## config.mk

```make
export PLATFORM = sky130hd
export DESIGN_NAME = onie_tlv_eeprom_parser_core
export DESIGN_NICKNAME = d
export VERILOG_FILES = /design/src/sv/otlv_pkg.sv /design/src/sv/otlv_parse.sv /design/src/sv/otlv_fifo.sv /design/src/sv/onie_tlv_eeprom_parser_core.sv
export SDC_FILE = /design/constraint.sdc
export NUM_CORES = 1
export LEC_CHECK = 0
export CORE_MARGIN = 2
export CORE_UTILIZATION = 55
export CTS_BUF_LIST = sky130_fd_sc_hd__clkbuf_4
export CTS_CLUSTER_DIAMETER = 30
export DETAILED_ROUTE_END_ITERATION = 7
export DONT_BUFFER_PORTS = 1
export PLACE_DENSITY = 0.7
export SYNTH_ARGS = -nofsm -noshare
export SYNTH_HDL_FRONTEND = slang
export SYNTH_HIERARCHICAL = 1
export SYNTH_SLANG_ARGS = --single-unit
export TNS_END_PERCENT = 5
```

## constraint.sdc

```tcl
create_clock -name clk -period 8.4 [get_ports clk]
set_input_delay 0.42 -clock clk [delete_from_list [all_inputs] [get_ports clk]]
set_output_delay 0.42 -clock clk [all_outputs]
set_load 0.01 [all_outputs]
```

## src/sv/otlv_pkg.sv

```systemverilog
`timescale 1ns / 1ps
// ----------------------------------------------------------------------------
// otlv_pkg
// Types, codes and small lookup functions shared by the TLV EEPROM parser.
// ----------------------------------------------------------------------------
package otlv_pkg;

  // Parser phases.
  localparam logic [2:0] PH_HEADER = 3'd0;
  localparam logic [2:0] PH_TYPE   = 3'd1;
  localparam logic [2:0] PH_LEN    = 3'd2;
  localparam logic [2:0] PH_VALUE  = 3'd3;
  localparam logic [2:0] PH_DONE   = 3'd4;

  // Event kinds.
  localparam logic [2:0] EV_VALUE  = 3'd0;
  localparam logic [2:0] EV_EMPTY  = 3'd1;
  localparam logic [2:0] EV_BADHDR = 3'd2;
  localparam logic [2:0] EV_SHORT  = 3'd3;
  localparam logic [2:0] EV_CRC    = 3'd4;
  localparam logic [2:0] EV_REGION = 3'd5;
  localparam logic [2:0] EV_TRUNC  = 3'd6;

  // Record type codes.
  localparam logic [7:0] TYPE_PRODUCT = 8'h21;
  localparam logic [7:0] TYPE_PART    = 8'h22;
  localparam logic [7:0] TYPE_SERIAL  = 8'h23;
  localparam logic [7:0] TYPE_DATE    = 8'h25;
  localparam logic [7:0] TYPE_VERSION = 8'h26;
  localparam logic [7:0] TYPE_MFR     = 8'h2B;
  localparam logic [7:0] TYPE_MODEL   = 8'h2E;
  localparam logic [7:0] TYPE_CRC     = 8'hFE;

  // Field codes.
  localparam logic [2:0] FLD_PRODUCT = 3'd0;
  localparam logic [2:0] FLD_PART    = 3'd1;
  localparam logic [2:0] FLD_SERIAL  = 3'd2;
  localparam logic [2:0] FLD_DATE    = 3'd3;
  localparam logic [2:0] FLD_VERSION = 3'd4;
  localparam logic [2:0] FLD_MFR     = 3'd5;
  localparam logic [2:0] FLD_MODEL   = 3'd6;

  localparam logic [16:0] HEADER_BYTES = 17'd11;
  localparam logic [15:0] IMAGE_SIZE_RESET = 16'd256;

  typedef struct packed {
    logic [2:0] kind;
    logic [2:0] code;
    logic [7:0] value;
    logic       last;
  } result_t;

  // Results of one parsed byte: how many (0..2) and the words in order.
  typedef struct packed {
    logic [1:0] count;
    result_t    first;
    result_t    second;
  } push_t;

  typedef struct packed {
    logic       known;
    logic [2:0] code;
  } field_t;

  typedef struct packed {
    logic       stop;
    logic [2:0] kind;
  } rec_end_t;

  function automatic logic [7:0] sig_byte(input logic [2:0] idx);
    logic [7:0] b;
    case (idx)
      3'd0:    b = 8'h54;
      3'd1:    b = 8'h6C;
      3'd2:    b = 8'h76;
      3'd3:    b = 8'h49;
      3'd4:    b = 8'h6E;
      3'd5:    b = 8'h66;
      3'd6:    b = 8'h6F;
      default: b = 8'h00;
    endcase
    return b;
  endfunction

  function automatic field_t field_of(input logic [7:0] t);
    field_t f;
    f.known = 1'b1;
    case (t)
      TYPE_PRODUCT: f.code = FLD_PRODUCT;
      TYPE_PART:    f.code = FLD_PART;
      TYPE_SERIAL:  f.code = FLD_SERIAL;
      TYPE_DATE:    f.code = FLD_DATE;
      TYPE_VERSION: f.code = FLD_VERSION;
      TYPE_MFR:     f.code = FLD_MFR;
      TYPE_MODEL:   f.code = FLD_MODEL;
      default: begin
        f.known = 1'b0;
        f.code  = FLD_PRODUCT;
      end
    endcase
    return f;
  endfunction

  // Decides what follows when the next record would start at q.
  function automatic rec_end_t record_end(input logic [16:0] q, input logic [15:0] size,
                                          input logic [15:0] region);
    rec_end_t   r;
    logic [16:0] limit;
    limit = HEADER_BYTES + {1'b0, region};
    r.stop = 1'b0;
    r.kind = EV_REGION;
    if (q >= {1'b0, size} || q >= limit) begin
      r.stop = 1'b1;
    end else if (q + 17'd2 > {1'b0, size}) begin
      r.stop = 1'b1;
      r.kind = EV_TRUNC;
    end
    return r;
  endfunction

endpackage

```

## src/sv/otlv_parse.sv

```systemverilog
`timescale 1ns / 1ps
// ----------------------------------------------------------------------------
// otlv_parse
// Input register and per-byte parse logic with the parser state registers.
// ----------------------------------------------------------------------------
module otlv_parse (
  input  logic                  clk,
  input  logic                  rst,
  input  logic                  in_take,
  input  logic [7:0]            data_byte,
  input  logic                  image_start,
  input  logic [15:0]           image_size,
  output otlv_pkg::push_t       push
);

  logic        s1_valid;
  logic [7:0]  s1_byte;
  logic        s1_start;

  logic [15:0] byte_position, byte_position_next;
  logic [2:0]  parse_phase, parse_phase_next;
  logic [15:0] region_length, region_length_next;
  logic [7:0]  record_type, record_type_next;
  logic [7:0]  value_remaining, value_remaining_next;
  logic        signature_ok, signature_ok_next;

  logic [15:0] eff_pos;
  logic [2:0]  eff_phase;
  logic [15:0] eff_region;
  logic [7:0]  eff_type;
  logic [7:0]  eff_rem;
  logic        eff_sig;
  logic [16:0] q;
  logic [7:0]  rem_dec;
  otlv_pkg::field_t   fld;
  otlv_pkg::rec_end_t rend;
  otlv_pkg::result_t  main_res;
  otlv_pkg::result_t  end_res;
  logic        main_vld;
  logic        end_vld;

  always_ff @(posedge clk) begin
    if (rst) begin
      s1_valid <= 1'b0;
    end else begin
      s1_valid <= in_take;
    end
    if (in_take) begin
      s1_byte  <= data_byte;
      s1_start <= image_start;
    end
  end

  always_comb begin
    // A start flag clears the state before the byte is parsed.
    eff_pos    = s1_start ? 16'd0 : byte_position;
    eff_phase  = s1_start ? otlv_pkg::PH_HEADER : parse_phase;
    eff_region = s1_start ? 16'd0 : region_length;
    eff_type   = s1_start ? 8'd0 : record_type;
    eff_rem    = s1_start ? 8'd0 : value_remaining;
    eff_sig    = s1_start ? 1'b1 : signature_ok;

    byte_position_next   = eff_pos;
    parse_phase_next     = eff_phase;
    region_length_next   = eff_region;
    record_type_next     = eff_type;
    value_remaining_next = eff_rem;
    signature_ok_next    = eff_sig;

    q        = {1'b0, eff_pos} + 17'd1;
    rem_dec  = (eff_rem != 8'd0) ? eff_rem - 8'd1 : 8'd0;
    fld      = otlv_pkg::field_of(eff_type);
    rend     = otlv_pkg::record_end(q, image_size, eff_region);

    main_vld = 1'b0;
    end_vld  = 1'b0;
    main_res = '{kind: otlv_pkg::EV_VALUE, code: fld.code, value: s1_byte,
                 last: (eff_rem == 8'd1)};
    end_res  = '{kind: rend.kind, code: otlv_pkg::FLD_PRODUCT, value: 8'd0, last: 1'b0};

    if (eff_phase < otlv_pkg::PH_DONE) begin
      if (eff_pos != 16'hFFFF) begin
        byte_position_next = eff_pos + 16'd1;
      end
      case (eff_phase)
        otlv_pkg::PH_HEADER: begin
          if (eff_pos == 16'd0 && image_size < 16'd11) begin
            parse_phase_next = otlv_pkg::PH_DONE;
            end_vld          = 1'b1;
            end_res.kind     = otlv_pkg::EV_SHORT;
          end else if (eff_pos < 16'd8) begin
            signature_ok_next = eff_sig & (s1_byte == otlv_pkg::sig_byte(eff_pos[2:0]));
            if (eff_pos == 16'd7 && !signature_ok_next) begin
              parse_phase_next = otlv_pkg::PH_DONE;
              end_vld          = 1'b1;
              end_res.kind     = otlv_pkg::EV_BADHDR;
            end
          end else if (eff_pos == 16'd9) begin
            region_length_next = {s1_byte, 8'd0};
          end else if (eff_pos == 16'd10) begin
            region_length_next = eff_region | {8'd0, s1_byte};
            // The walk test uses the completed total length.
            rend = otlv_pkg::record_end(q, image_size, region_length_next);
            end_res.kind     = rend.kind;
            end_vld          = rend.stop;
            parse_phase_next = rend.stop ? otlv_pkg::PH_DONE : otlv_pkg::PH_TYPE;
          end
        end
        otlv_pkg::PH_TYPE: begin
          record_type_next = s1_byte;
          parse_phase_next = otlv_pkg::PH_LEN;
        end
        otlv_pkg::PH_LEN: begin
          if (q + {9'd0, s1_byte} > {1'b0, image_size}) begin
            parse_phase_next = otlv_pkg::PH_DONE;
            end_vld          = 1'b1;
            end_res.kind     = otlv_pkg::EV_TRUNC;
          end else if (eff_type == otlv_pkg::TYPE_CRC) begin
            parse_phase_next = otlv_pkg::PH_DONE;
            end_vld          = 1'b1;
            end_res.kind     = otlv_pkg::EV_CRC;
          end else if (s1_byte == 8'd0) begin
            main_vld         = fld.known;
            main_res.kind    = otlv_pkg::EV_EMPTY;
            main_res.value   = 8'd0;
            main_res.last    = 1'b0;
            end_vld          = rend.stop;
            parse_phase_next = rend.stop ? otlv_pkg::PH_DONE : otlv_pkg::PH_TYPE;
          end else begin
            value_remaining_next = s1_byte;
            parse_phase_next     = otlv_pkg::PH_VALUE;
          end
        end
        otlv_pkg::PH_VALUE: begin
          main_vld             = fld.known;
          value_remaining_next = rem_dec;
          if (rem_dec == 8'd0) begin
            end_vld          = rend.stop;
            parse_phase_next = rend.stop ? otlv_pkg::PH_DONE : otlv_pkg::PH_TYPE;
          end
        end
        default: begin
        end
      endcase
    end

    push.count  = 2'd0;
    push.first  = end_res;
    push.second = end_res;
    if (s1_valid) begin
      if (main_vld) begin
        push.first = main_res;
        push.count = end_vld ? 2'd2 : 2'd1;
      end else if (end_vld) begin
        push.count = 2'd1;
      end
    end
  end

  always_ff @(posedge clk) begin
    if (rst) begin
      byte_position   <= 16'd0;
      parse_phase     <= otlv_pkg::PH_HEADER;
      region_length   <= 16'd0;
      record_type     <= 8'd0;
      value_remaining <= 8'd0;
      signature_ok    <= 1'b1;
    end else if (s1_valid) begin
      byte_position   <= byte_position_next;
      parse_phase     <= parse_phase_next;
      region_length   <= region_length_next;
      record_type     <= record_type_next;
      value_remaining <= value_remaining_next;
      signature_ok    <= signature_ok_next;
    end
  end

  // Two words from one byte are always a value or empty word then an end word.
  a_pair_order: assert property (@(posedge clk) disable iff (rst)
    push.count == 2'd2 |-> (push.first.kind == otlv_pkg::EV_VALUE ||
                            push.first.kind == otlv_pkg::EV_EMPTY) &&
                           (push.second.kind == otlv_pkg::EV_REGION ||
                            push.second.kind == otlv_pkg::EV_TRUNC))
    else $error("otlv_parse: bad result pair");

  // Once done, the parser stays silent until a new start flag arrives.
  a_done_quiet: assert property (@(posedge clk) disable iff (rst)
    s1_valid && !s1_start && parse_phase == otlv_pkg::PH_DONE |-> push.count == 2'd0)
    else $error("otlv_parse: result after end of image");

endmodule

```

## src/sv/otlv_fifo.sv

```systemverilog
`timescale 1ns / 1ps
// ----------------------------------------------------------------------------
// otlv_fifo
// Result queue that takes up to two words per cycle and gives one per cycle.
// ----------------------------------------------------------------------------
module otlv_fifo #(
  parameter int DEPTH = 8   // power of two, at least 4
) (
  input  logic                         clk,
  input  logic                         rst,
  input  otlv_pkg::push_t              push,
  input  logic                         pop,
  output logic                         not_empty,
  output otlv_pkg::result_t            head,
  output logic [$clog2(DEPTH+1)-1:0]   count
);

  localparam int PTR_W = $clog2(DEPTH);
  localparam int CNT_W = $clog2(DEPTH + 1);

  otlv_pkg::result_t mem [DEPTH];
  logic [PTR_W-1:0]  wptr;
  logic [PTR_W-1:0]  rptr;
  logic [PTR_W-1:0]  wptr_inc;
  logic              do_pop;

  assign wptr_inc  = wptr + PTR_W'(1);
  assign not_empty = (count != CNT_W'(0));
  assign head      = mem[rptr];
  assign do_pop    = pop && not_empty;

  always_ff @(posedge clk) begin
    if (push.count != 2'd0) begin
      mem[wptr] <= push.first;
    end
    if (push.count == 2'd2) begin
      mem[wptr_inc] <= push.second;
    end
  end

  always_ff @(posedge clk) begin
    if (rst) begin
      wptr  <= '0;
      rptr  <= '0;
      count <= '0;
    end else begin
      wptr  <= wptr + PTR_W'(push.count);
      if (do_pop) begin
        rptr <= rptr + PTR_W'(1);
      end
      count <= count + CNT_W'(push.count) - CNT_W'(do_pop);
    end
  end

  a_no_overflow: assert property (@(posedge clk) disable iff (rst)
    push.count != 2'd0 |-> ({1'b0, count} + (CNT_W + 1)'(push.count) - (CNT_W + 1)'(do_pop))
                           <= (CNT_W + 1)'(DEPTH))
    else $error("otlv_fifo: result queue overflow");

  a_drain: assert property (@(posedge clk) disable iff (rst)
    do_pop && count == CNT_W'(1) && push.count == 2'd0 |=> !not_empty)
    else $error("otlv_fifo: queue not empty after last word taken");

endmodule

```

## src/sv/onie_tlv_eeprom_parser_core.sv

```systemverilog
`timescale 1ns / 1ps
// ----------------------------------------------------------------------------
// onie_tlv_eeprom_parser_core
// Parses a TLV EEPROM image one byte per word and emits tagged field bytes
// and end-of-image events.
//
//   Channel  Direction  Handshake                 Word
//   in       input      in_valid / in_ready       data_byte, image_start
//   out      output     out_valid / out_ready     event_kind, field_code,
//                                                 value_byte, value_last
//   cfg      input      cfg_write_en              cfg_write_data (image_size)
//
// One input word is taken per cycle while in_ready is high; its results pass
// through the input register and the parse logic into the result queue.
// A byte that ends a record can give two result words; the queue drains one
// per cycle while out_ready is set; in_ready drops while over RESULT_DEPTH-4
// words wait. Reset clears the parser and the queue, and image_size to 256.
// ----------------------------------------------------------------------------
module onie_tlv_eeprom_parser_core #(
  parameter int RESULT_DEPTH = 8
) (
  input  logic        clk,
  input  logic        rst,
  input  logic        in_valid,
  output logic        in_ready,
  input  logic [7:0]  data_byte,
  input  logic        image_start,
  output logic        out_valid,
  input  logic        out_ready,
  output logic [2:0]  event_kind,
  output logic [2:0]  field_code,
  output logic [7:0]  value_byte,
  output logic        value_last,
  input  logic        cfg_write_en,
  input  logic [15:0] cfg_write_data
);

  localparam int CNT_W = $clog2(RESULT_DEPTH + 1);
  localparam logic [CNT_W-1:0] READY_MAX = CNT_W'(RESULT_DEPTH - 4);

  logic [15:0]       image_size;
  logic              in_take;
  otlv_pkg::push_t   push;
  otlv_pkg::result_t head;
  logic [CNT_W-1:0]  count;

  always_ff @(posedge clk) begin
    if (rst) begin
      image_size <= otlv_pkg::IMAGE_SIZE_RESET;
    end else if (cfg_write_en) begin
      image_size <= cfg_write_data;
    end
  end

  // Room is kept for two words from the byte in flight and two from this one.
  assign in_ready = (count <= READY_MAX);
  assign in_take  = in_valid && in_ready;

  otlv_parse u_parse (
    .clk         (clk),
    .rst         (rst),
    .in_take     (in_take),
    .data_byte   (data_byte),
    .image_start (image_start),
    .image_size  (image_size),
    .push        (push)
  );

  otlv_fifo #(
    .DEPTH (RESULT_DEPTH)
  ) u_fifo (
    .clk       (clk),
    .rst       (rst),
    .push      (push),
    .pop       (out_ready),
    .not_empty (out_valid),
    .head      (head),
    .count     (count)
  );

  assign event_kind = head.kind;
  assign field_code = head.code;
  assign value_byte = head.value;
  assign value_last = head.last;

endmodule
```

==> impl_metrics.py <==
metrics = {
    "sta": {
        "rsz0062_at_grt": "false",
        "setup_ws_ps": 663.7,
        "fin_setup_tns_ps": 0,
        "clock_skew_ps": 48.84,
        "maxSlewHeadroom": 0.1616,
        "fmax_ghz": 0.1293,
        "maxSlewViolCount": 0,
        "fin_crit_sh": 0.9210,
        "setup_viol": 0,
        "hold_viol_final": 0,
        "min_period_ps": 7736,
        "tightest_slew_ps": 1252,
    },
    "synth": {
        "synth.distinct_cells": 90,
        "syn_area_per_cell_um2": 10.09,
        "synth_warnings": 6,
        "async_reset_ff_frac": 0,
        "ys.flop_type": "edfxtp_1",
        "synth_seq_cells": 211,
        "synth_edf_count": 129,
        "ys_seq_area_frac": 0.3761,
        "synthCells": 1453,
        "synth_area_leaders": "edfxtp_1 (26%), dfxtp_1 (11%), mux2_2 (9.5%)",
        "synthesis.area_um2": 14660,
        "yosysTopAreaCell": "edfxtp_1",
        "yosysTopAreaCellShare": 0.2642,
    },
    "power_and_ir_drop": {
        "power_density_nw_per_um2": 174.7,
        "ir_drop_uv": 125.3,
        "power_leakage_nw": 6.217,
        "total_power_mw": 2.827,
    },
    "clocking": {
        "clk_latency_ps": 700,
        "cts_setup_buffers": 0,
        "cts.sinks": 211,
        "cts_max_level": 2,
        "numCtsBuffers": 61,
        "clk_pin_slew_ps": 60,
        "clock-root-buffer": "clkbuf_4",
        "tritoncts": "yes",
        "clockBufferDepth": 3,
    },
    "floorplanning": {
        "rows": 59,
        "io_pins": 47,
        "die_w_um": 167.3,
        "start_util": 0.5611,
        "die_area_um2": 27980,
        "core_area_um2": 26130,
        "die_h_um": 167.3,
    },
    "final_layout": {
        "nets": 1652,
        "fill_cells": 2189,
        "final_core_util": 0.6193,
        "fin_area_um2": 16180,
        "area_delta_synth_final_pct": 10.36,
        "drive_above_1_share": 0.2054,
    },
    "critical_path": {
        "crit_path_max_incr_delay_ps": 750,
        "crit_buf_inv": 2,
        "start_kind": "register",
        "critPathArrivalTime_ps": 8130,
        "crit_chain": "buf_4, nand3b_1, or4_1, or3_4, o21a_1, nor4_1, nand3_1, xnor2_1, ha_1, a2111oi_0, a31oi_1, nor3_1, and2_1, o21ai_1, a2111o_1, ha_1, and2_1, nor4b_2, nand2_2, o21ai_1, buf_4",
        "slowest_stage": "a2111oi_0",
        "critical_path_required_ps": 8800,
        "critPathMaxFanout": 38,
        "end_kind": "register",
        "cpLargestDelayFamily": "simple AND/OR/NAND/NOR gates",
        "worstSetupPathType": "register to register",
    },
    "placement": {
        "gp_congestion": 0.9234,
        "numPortBuffers": 0,
        "dp_slack_ps": 713.3,
        "placed_cell_area_um2": 14970,
        "dp.final_hpwl_um": 27340,
    },
    "global_routing": {
        "grt_pass1_vias": 11590,
        "overflow": 0,
        "grt_pass1_wl_um": 63660,
        "antenna_found_initial": 1,
        "grt_usage": 0.2869,
        "grt_max_degree": 80,
    },
    "status": {
        "violations": "design-rule violations",
        "status": "finished with violations",
    },
    "drt": {
        "drc": 3,
        "drt_iter0_markers": 1029,
        "wl_per_cell_um": 20.96,
        "avgViaCountPerCell": 6.183,
        "vias": 11740,
        "first_pass_iters": 7,
        "drt_wl_total_um": 39810,
        "postRouteAntennaNets": 0,
    },
    "worst_hold_path": {
        "min_path_type": "input port to register",
    },
    "job": {
        "drv_cap": 0,
    },
}
[area by class of cell]
cell class,instances,area (um^2),area share
Multi-Input combinational cell,1111,8591,0.5308
Sequential cell,211,5517,0.3409
Timing Repair Buffer,76,695.7,0.04299
Clock buffer,84,630.6,0.03897
Tap cell,335,419.2,0.02590
Inverter,52,195.2,0.01206
Clock inverter,29,132.6,0.008195
Antenna cell,1,2.502,0.0001546
[placed cells by master (no fill, tap or decap), drive strengths merged, types with 52 or more instances in the layout]
master / instances
nand2: 124
o21ai: 60
edfxtp: 129
ha: 106
dfxtp: 82
inv: 52
a21oi: 81
nor2: 128
clkbuf: 84
mux2: 135
[path summary, 6_finish.rpt]
check	slack, ps	depth (start not counted)	start	endpoint
worst max-delay path	660	21	u_parse/s1_start	u_fifo/mem[5][6]
worst min register to register	500	2	u_parse/record_type[5]	u_parse/record_type[5]
worst min-delay path	90	2	out_ready	u_fifo/rptr[2]
worst max register to register	660	21	u_parse/s1_start	u_fifo/mem[5][6]
[logic make-up (layout without fill, tap and decap cells)]
family,count (synthesis),in the layout,synth area share
adder cells (fa/ha/maj),109,109,0.09454
AND/OR/NAND/NOR,452,452,0.1543
XOR/XNOR,70,70,0.04283
other,1,13,0.0002557
buffers and inverters,142,241,0.04275
flip-flops,211,211,0.3761
AO/OA/AOI/OAI,286,286,0.1279
multiplexers,182,182,0.1613
[where the power goes]
part	switching, mW	internal, mW	total (mW)	leakage [nW]
logic	0.412	0.284	0.696	3.89
clock network	0.457	0.468	0.925	0.460
registers	0.0722	1.13	1.21	1.87
total	0.941	1.89	2.83	6.22
[what timing repair did]
| action | CTS | global route |
|---|---|---|
| setup endpoints to repair | 0 | 9 |
| endpoints found under the hold margin | 88 | 0 |
| hold buffers | 43 | 0 |
| gates resized for setup | 0 | 1 |
[worst reg2reg max path: stages, from the launching register on]
cell and delay (ps):
edfxtp_1 380, buf_4 260, nand3b_1 280, or4_1 710, or3_4 420, o21a_1 220, nor4_1 460, nand3_1 160
xnor2_1 150, ha_1 200, a2111oi_0 750, a31oi_1 320, nor3_1 340, and2_1 210, o21ai_1 80, a2111o_1 440
ha_1 280, and2_1 250, nor4b_2 350, nand2_2 330, o21ai_1 530, buf_4 320
[state kept, by name (all words and copies together), names as in the netlist, named ones only]
register	cells
image_size	16
u_fifo/count	4
u_fifo/mem	120
u_fifo/rptr	3
u_fifo/wptr	3
u_parse/byte_position	16
u_parse/parse_phase	3
u_parse/record_type	8
u_parse/region_length	16
u_parse/s1_byte	8
u_parse/s1_start	1
u_parse/s1_valid	1
u_parse/signature_ok	1
u_parse/value_remaining	8
[stage by stage]
step | hold WS [ps] | instances
floorplan | 457.6 | 1464
global placement | 471.1 | 1742
CTS | 16.93 | 1898
detailed placement | 487.9 | 1742
finish | 85.03 | 1899
global route | 51.13 | 1899
[routing by layer]
metal | routed length [um] | track usage
met1 | 17870 | 0.4051
met2 | 18100 | 0.4552
met3 | 2934 | 0.04585
met4 | 906 | 0.09074
met5 | 0 | 0
[Yosys cell counts, types with 8 or more instances]
library cell,instances
a211oi_1,15
a21oi_1,80
clkbuf_1,55
nand2b_1,11
o22ai_1,10
o21bai_1,8
xor2_1,23
mux4_2,30
a21o_1,9
nand3_1,22
a31oi_1,10
buf_4,13
xnor2_1,45
mux2i_1,17
nand4_1,20
nor3_1,25
ha_1,106
mux2_1,11
nor4_1,17
nor2_1,126
buf_2,17
and3_1,14
and2_1,16
nor2b_1,23
nand3b_1,9
or3_1,8
a22oi_1,27
edfxtp_1,129
mux2_2,124
nand2_1,122
dfxtp_1,82
o21ai_0,54
inv_1,52
Note: power is estimated with default switching activity, not from simulation.
